## src/rtl/core/ecmx_pkg.sv

```systemverilog
`timescale 1ns / 1ps

package ecmx_pkg;

    // request kinds
    localparam logic [1:0] REQ_BEGIN  = 2'd0;
    localparam logic [1:0] REQ_DATA   = 2'd1;
    localparam logic [1:0] REQ_FINISH = 2'd2;

    // record walk phases
    localparam logic [1:0] PH_TAG  = 2'd0;
    localparam logic [1:0] PH_LEN  = 2'd1;
    localparam logic [1:0] PH_BODY = 2'd2;

    localparam logic [7:0] TAG_CW     = 8'h25;
    localparam logic [7:0] MIN_CW_LEN = 8'h0D;
    localparam logic [7:0] SLOT_POS   = 8'd2;
    localparam logic [7:0] SLOT_MASK  = 8'hFE;
    localparam logic [7:0] CW_FIRST   = 8'd5;
    localparam logic [7:0] CW_LAST    = 8'd12;

    typedef struct packed {
        logic [1:0] req_type;
        logic [7:0] data_byte;
        logic       last_of_reply;
    } t_ecmx_item;

    typedef struct packed {
        logic       cw_valid;
        logic       cw_slot;
        logic [2:0] cw_offset;
        logic [7:0] cw_byte;
        logic [1:0] found_mask;
        logic       ecm_ok;
    } t_ecmx_result;

endpackage

```

## src/rtl/core/ecmx_walker.sv

```systemverilog
`timescale 1ns / 1ps

// TLV record walker: holds the walk state, works out one result per item.
module ecmx_walker import ecmx_pkg::*; (
    input  logic         i_clk,
    input  logic         i_rst_n,
    input  logic         i_step,
    input  t_ecmx_item   i_item,
    output t_ecmx_result o_result
);

    logic [1:0] r_phase, n_phase;
    logic [7:0] r_tag, n_tag;
    logic [7:0] r_len, n_len;
    logic [7:0] r_pos, n_pos;
    logic       r_cap_slot, n_cap_slot;
    logic       r_cap_en, n_cap_en;
    logic [1:0] r_found, n_found;

    logic       qualify;
    logic       in_window;
    logic [8:0] pos_inc;

    assign qualify   = (r_tag == TAG_CW) && (r_len >= MIN_CW_LEN) && (r_pos == SLOT_POS)
                       && ((i_item.data_byte & SLOT_MASK) == 8'd0);
    assign in_window = (r_pos >= CW_FIRST) && (r_pos <= CW_LAST);
    assign pos_inc   = {1'b0, r_pos} + 9'd1;

    always_comb begin
        logic restart;
        logic slot_eff;
        restart    = 1'b0;
        slot_eff   = r_cap_slot;
        n_phase    = r_phase;
        n_tag      = r_tag;
        n_len      = r_len;
        n_pos      = r_pos;
        n_cap_slot = r_cap_slot;
        n_cap_en   = r_cap_en;
        n_found    = r_found;
        o_result   = '0;

        case (i_item.req_type)
            REQ_BEGIN: begin
                n_found = 2'b00;
                restart = 1'b1;
            end
            REQ_FINISH: begin
                restart         = 1'b1;
                o_result.ecm_ok = (r_found == 2'b11);
            end
            REQ_DATA: begin
                case (r_phase)
                    PH_TAG: begin
                        n_tag   = i_item.data_byte;
                        n_phase = PH_LEN;
                    end
                    PH_LEN: begin
                        n_len    = i_item.data_byte;
                        n_pos    = 8'd0;
                        n_cap_en = 1'b0;
                        n_phase  = (i_item.data_byte != 8'd0) ? PH_BODY : PH_TAG;
                    end
                    PH_BODY: begin
                        if (qualify) begin
                            slot_eff   = i_item.data_byte[0];
                            n_cap_slot = i_item.data_byte[0];
                            n_cap_en   = 1'b1;
                            n_found    = r_found | (2'b01 << i_item.data_byte[0]);
                        end
                        if ((r_cap_en || qualify) && in_window) begin
                            o_result.cw_valid  = 1'b1;
                            o_result.cw_slot   = slot_eff;
                            o_result.cw_offset = r_pos[2:0] - CW_FIRST[2:0];
                            o_result.cw_byte   = i_item.data_byte;
                        end
                        n_pos = pos_inc[7:0];
                        if (pos_inc >= {1'b0, r_len}) begin
                            n_phase  = PH_TAG;
                            n_cap_en = 1'b0;
                        end
                    end
                    default: begin
                        n_phase = PH_TAG;
                    end
                endcase
                restart = i_item.last_of_reply;
            end
            default: begin
            end
        endcase

        if (restart) begin
            n_phase    = PH_TAG;
            n_tag      = 8'd0;
            n_len      = 8'd0;
            n_pos      = 8'd0;
            n_cap_slot = 1'b0;
            n_cap_en   = 1'b0;
        end
        o_result.found_mask = n_found;
    end

    always_ff @(posedge i_clk) begin
        if (!i_rst_n) begin
            r_phase    <= PH_TAG;
            r_tag      <= 8'd0;
            r_len      <= 8'd0;
            r_pos      <= 8'd0;
            r_cap_slot <= 1'b0;
            r_cap_en   <= 1'b0;
            r_found    <= 2'b00;
        end else if (i_step) begin
            r_phase    <= n_phase;
            r_tag      <= n_tag;
            r_len      <= n_len;
            r_pos      <= n_pos;
            r_cap_slot <= n_cap_slot;
            r_cap_en   <= n_cap_en;
            r_found    <= n_found;
        end
    end

endmodule

```

## src/rtl/core/ecm_reply_control_word_extractor.sv

```systemverilog
`timescale 1ns / 1ps

// Channel   | Dir | Signals                      | Contents
// ----------+-----+------------------------------+-----------------------------------------
// s_axis    | in  | tvalid/tready/tdata/tuser/tlast | request kind, reply byte, end of reply
// m_axis    | out | tvalid/tready/tdata/tuser    | control word byte, found mask, ecm ok
//
// One transaction in, one transaction out, one per cycle sustained while m_axis is ready.
// Path: input register, then walker logic into the result register.
// Walk state is updated as an item moves from the input to the result register.
// Reset (i_rst_n low, synchronous) clears the walk state, found mask and both valids.
// A stall on m_axis holds the result; the input register still fills, then s_axis stalls.
module ecm_reply_control_word_extractor import ecmx_pkg::*; (
    input  logic        i_clk,
    input  logic        i_rst_n,

    input  logic        s_axis_tvalid,
    output logic        s_axis_tready,
    input  logic [7:0]  s_axis_tdata,   // [7:0] data_byte
    input  logic [1:0]  s_axis_tuser,   // [1:0] req_type
    input  logic        s_axis_tlast,   // last_of_reply

    output logic        m_axis_tvalid,
    input  logic        m_axis_tready,
    output logic [15:0] m_axis_tdata,   // [2:0] cw_offset, [10:3] cw_byte,
                                        // [12:11] found_mask, [13] ecm_ok, [15:14] zero
    output logic [1:0]  m_axis_tuser    // [0] cw_valid, [1] cw_slot
);

    // input register
    logic         r_in_valid;
    t_ecmx_item   r_in;

    // result register
    logic         r_out_valid;
    t_ecmx_result r_out;

    t_ecmx_result walk_res;
    logic         out_free;
    logic         advance;

    assign out_free      = !r_out_valid || m_axis_tready;
    assign advance       = r_in_valid && out_free;
    assign s_axis_tready = !r_in_valid || advance;

    ecmx_walker u_walker (
        .i_clk    (i_clk),
        .i_rst_n  (i_rst_n),
        .i_step   (advance),
        .i_item   (r_in),
        .o_result (walk_res)
    );

    always_ff @(posedge i_clk) begin
        if (!i_rst_n) begin
            r_in_valid  <= 1'b0;
            r_out_valid <= 1'b0;
        end else begin
            if (s_axis_tready) begin
                r_in_valid <= s_axis_tvalid;
            end
            if (out_free) begin
                r_out_valid <= r_in_valid;
            end
        end
    end

    // payload, no reset needed
    always_ff @(posedge i_clk) begin
        if (s_axis_tvalid && s_axis_tready) begin
            r_in.req_type      <= s_axis_tuser;
            r_in.data_byte     <= s_axis_tdata;
            r_in.last_of_reply <= s_axis_tlast;
        end
        if (advance) begin
            r_out <= walk_res;
        end
    end

    assign m_axis_tvalid = r_out_valid;
    assign m_axis_tuser  = {r_out.cw_slot, r_out.cw_valid};
    assign m_axis_tdata  = {2'b00, r_out.ecm_ok, r_out.found_mask,
                            r_out.cw_byte, r_out.cw_offset};

endmodule

```

## config.mk

```make
export PLATFORM = sky130hd
export DESIGN_NAME = ecm_reply_control_word_extractor
export DESIGN_NICKNAME = d
export VERILOG_FILES = /design/src/rtl/core/ecmx_pkg.sv /design/src/rtl/core/ecmx_walker.sv /design/src/rtl/core/ecm_reply_control_word_extractor.sv
export SDC_FILE = /design/constraint.sdc
export NUM_CORES = 1
export LEC_CHECK = 0
export ABC_AREA = 1
export BUFFER_PORTS_ARGS = -buffer_cell sky130_fd_sc_hd__buf_2
export CORE_ASPECT_RATIO = 1.2
export CORE_MARGIN = 2
export CORE_UTILIZATION = 55
export DETAILED_ROUTE_END_ITERATION = 6
export PLACE_DENSITY_LB_ADDON = 0.1
export SYNTH_ARGS = -nofsm -noshare
export SYNTH_HDL_FRONTEND = slang
export SYNTH_SLANG_ARGS = --single-unit
```

## constraint.sdc

```tcl
create_clock -name i_clk -period 2.35 [get_ports i_clk]
set_input_delay 0.47 -clock i_clk [delete_from_list [all_inputs] [get_ports i_clk]]
set_output_delay 0.47 -clock i_clk [all_outputs]
set_load 0.005 [all_outputs]
```

==> results.yml <==
synthesis:
  synth_edf_count: 27
  synth_seq_cells: 59
  synthesis.instances: 330
  synth_ff_type: "dfxtp_1"
  synthesis.area_mm2: 0.00282
  async_flop_share_pct: 0
  yosysUniqueCellTypes: 28
  yosysWarnings: 0
  synth_area_per_cell_um2: 8.55
  ys_seq_area_share_pct: 51.4
die:
  die_x_um: 69.4
  die-area_mm2: 0.00572
  start_util_pct: 57.1
  design.core.area_mm2: 0.00494
  die_h_um: 82.5
  placementRows: 28
  io_pins: 35
worst_hold_path:
  holdCritPathClass: "primary input to flop"
routing:
  vias_per_cell: 5.02
  drt_iter0_markers: 108
  drtPass1Iterations: 4
  post-route-drc-count: 0
  drtAntennaViolNets: 0
  wl_per_cell_um: 12.9
  vias: 2180
  drt-total-wl_um: 5590
timing:
  fin_crit_sh_pct: 89.7
  max-slew-margin-rel_pct: 35.9
  finalHoldViolations: 0
  drv_slew: 0
  fin_crit_ns: 2.11
  setup_violations: 0
  finalSetupTns_ns: 0
  worst_pin_slew_ns: 0.951
  clock.fmax_mhz: 474
  rsz0062_at_grt: "no"
  clock_skew_ns: 0.00633
setup_path:
  critical_path_buf_inv_count: 3
  max_stage_delay_ns: 0.37
  cp.arrival_ns: 2.34
  critPathSlowestCell: "dfxtp_1"
  endpoint_kind: "flop"
  crit_chain: "inv_1 > nor3_2 > nand3b_1 > inv_1 > ha_1 > inv_1 > nor2_1 > o21ai_0 > nand3_1 > nand2_1 > nand2_1 > nand2_1 > nand2_1 > nand3_1 > nand2_1 > nor2_1"
  cp_max_fo: 5
  cpLargestDelayFamily: "simple AND/OR/NAND/NOR gates"
  worstSetupPathType: "flop to flop"
  path_common_cell: "nand2_1"
  startpoint_type: "flop"
  crit_required_ns: 2.58
power_and_ir_drop:
  power.density_mw_per_mm2: 658
  leakagePower_nw: 1.39
  p_total_w: 0.00211
  ir_worst_vdd_v: 0.000404
clock_tree:
  htreeDepth: 3
  cts_root_buf: "clkbuf_8"
  cts_tree: "yes"
  clk-insertion-delay-late_ns: 0.34
  numCtsBuffers: 9
  clockBufferDepth: 2
  cts.sink_count: 59
  clk_pin_slew_ns: 0.07
  cts_setup_buffers: 0
outcome:
  outcome: "complete, no violations"
global_route:
  antenna_found_initial: 0
  overflow: 0
  grt_pass1_vias: 1948
  grtUsageTotal_pct: 20.4
  grt_pass1_wl_um: 8800
  grt_max_degree: 23
finish:
  num-nets-final: 400
  areaGrowthSynthToFinish_pct: 13.5
  fin_area_mm2: 0.00320
  drive_above_1_share_pct: 18.7
  fin_util_pct: 64.8
  antenna_cells: 0
placement:
  place.gp.congestion: 0.808
  numPortBuffers: 32
  hpwl_um: 4170
  postPlaceCellArea_mm2: 0.00304
job:
  maxCapViolCount: 0
[layout make-up]
type                            count  area, um2
Multi-Input combinational cell    211       1130
Clock inverter                      6       33.8
Tap cell                           60       75.1
Timing Repair Buffer               35        183
Inverter                           53        199
Fill cell                         445       1740
Clock buffer                       10        128
Sequential cell                    59       1450
[cell families (layout without fill, tap and decap cells)]
logic type,after synthesis,count (layout),synth area share (%)
flip-flops,59,59,51.4
other,1,2,0.133
AO/OA/AOI/OAI,55,55,10.5
adder cells (fa/ha/maj),16,16,7.10
AND/OR/NAND/NOR,133,133,20.6
buffers and inverters,61,104,8.74
XOR/XNOR,5,5,1.55
[state kept, by name, summed over array words and instances (netlist names), 2 cells and up]
register,cells
u_walker.r_found,2
r_in,11
u_walker.r_pos,8
u_walker.r_tag,8
m_axis_tuser,2
m_axis_tdata,14
u_walker.r_phase,2
u_walker.r_len,8
[cell usage after synthesis, types with 3 or more instances]
| master | count | area share (%) |
|---|---|---|
| ha_1 | 16 | 7.1 |
| o21ai_0 | 23 | 4.1 |
| xor2_1 | 5 | 1.6 |
| clkbuf_1 | 3 | 0.40 |
| a21oi_1 | 26 | 4.6 |
| nor2_2 | 11 | 2.4 |
| inv_2 | 5 | 0.67 |
| inv_1 | 47 | 6.3 |
| nor3_1 | 7 | 1.2 |
| nor2_1 | 40 | 5.3 |
| nand2_1 | 55 | 7.3 |
| dfxtp_1 | 32 | 23 |
| edfxtp_1 | 27 | 29 |
| nand3_1 | 14 | 2.5 |
[timing repair]
item	CTS	global route
endpoints found under the setup margin	0	3
gates resized for setup	0	1
hold buffers	0	0
[layer usage]
layer	GRT usage (%)	part of all wire [%]
met5	0	0
met4	8.43	1.6
met3	6.31	5.1
met2	34.0	50
met1	24.7	44
[report_power, final]
| group | leakage (nW) | switching, W | internal (W) | total [W] |
|---|---|---|---|---|
| Combinational | 0.801 | 0.000121 | 0.0000667 | 0.000188 |
| Sequential | 0.510 | 0.0000207 | 0.00113 | 0.00115 |
| Clock | 0.0795 | 0.000399 | 0.000372 | 0.000772 |
[cells in the final DEF (no fill, tap or decap), types with 5 or more instances in the layout]
| cell | synthesis | layout |
|---|---|---|
| nand2_1 | 55 | 55 |
| inv_1 | 47 | 47 |
| nor2_1 | 40 | 40 |
| buf_2 | 2 | 32 |
| dfxtp_1 | 32 | 32 |
| edfxtp_1 | 27 | 27 |
| a21oi_1 | 26 | 26 |
| o21ai_0 | 23 | 23 |
| ha_1 | 16 | 16 |
| nand3_1 | 14 | 14 |
| nor2_2 | 11 | 11 |
| clkbuf_8 | 0 | 9 |
| nor3_1 | 7 | 6 |
| inv_2 | 5 | 5 |
| xor2_1 | 5 | 5 |
[final timing paths]
kind / startpoint / end / slack, ns / depth (start not counted)
setup / recovery: u_walker.r_pos[0]$_SDFFE_PN0P_ / u_walker.r_phase[0]$_SDFFE_PN0P_ / 0.24 / 16
hold / removal: s_axis_tdata[3] / r_in[4]$_DFFE_PP_ / 0.30 / 1
setup reg to reg: u_walker.r_pos[0]$_SDFFE_PN0P_ / u_walker.r_phase[0]$_SDFFE_PN0P_ / 0.24 / 16
hold reg to reg: u_walker.r_tag[6]$_SDFFE_PN0P_ / u_walker.r_tag[6]$_SDFFE_PN0P_ / 0.45 / 2
[stage by stage]
| step | hold slack [ns] | setup WS [ns] | cells |
|---|---|---|---|
| after CTS | 0.292 | 0.180 | 434 |
| after global routing | 0.285 | 0.00560 | 434 |
| after floorplan | 0.429 | 0.342 | 331 |
| after detailed placement | 0.444 | 0.187 | 418 |
| after global placement | 0.442 | 0.291 | 418 |
| final | 0.303 | 0.242 | 434 |
(Power assumes the default switching activity.)
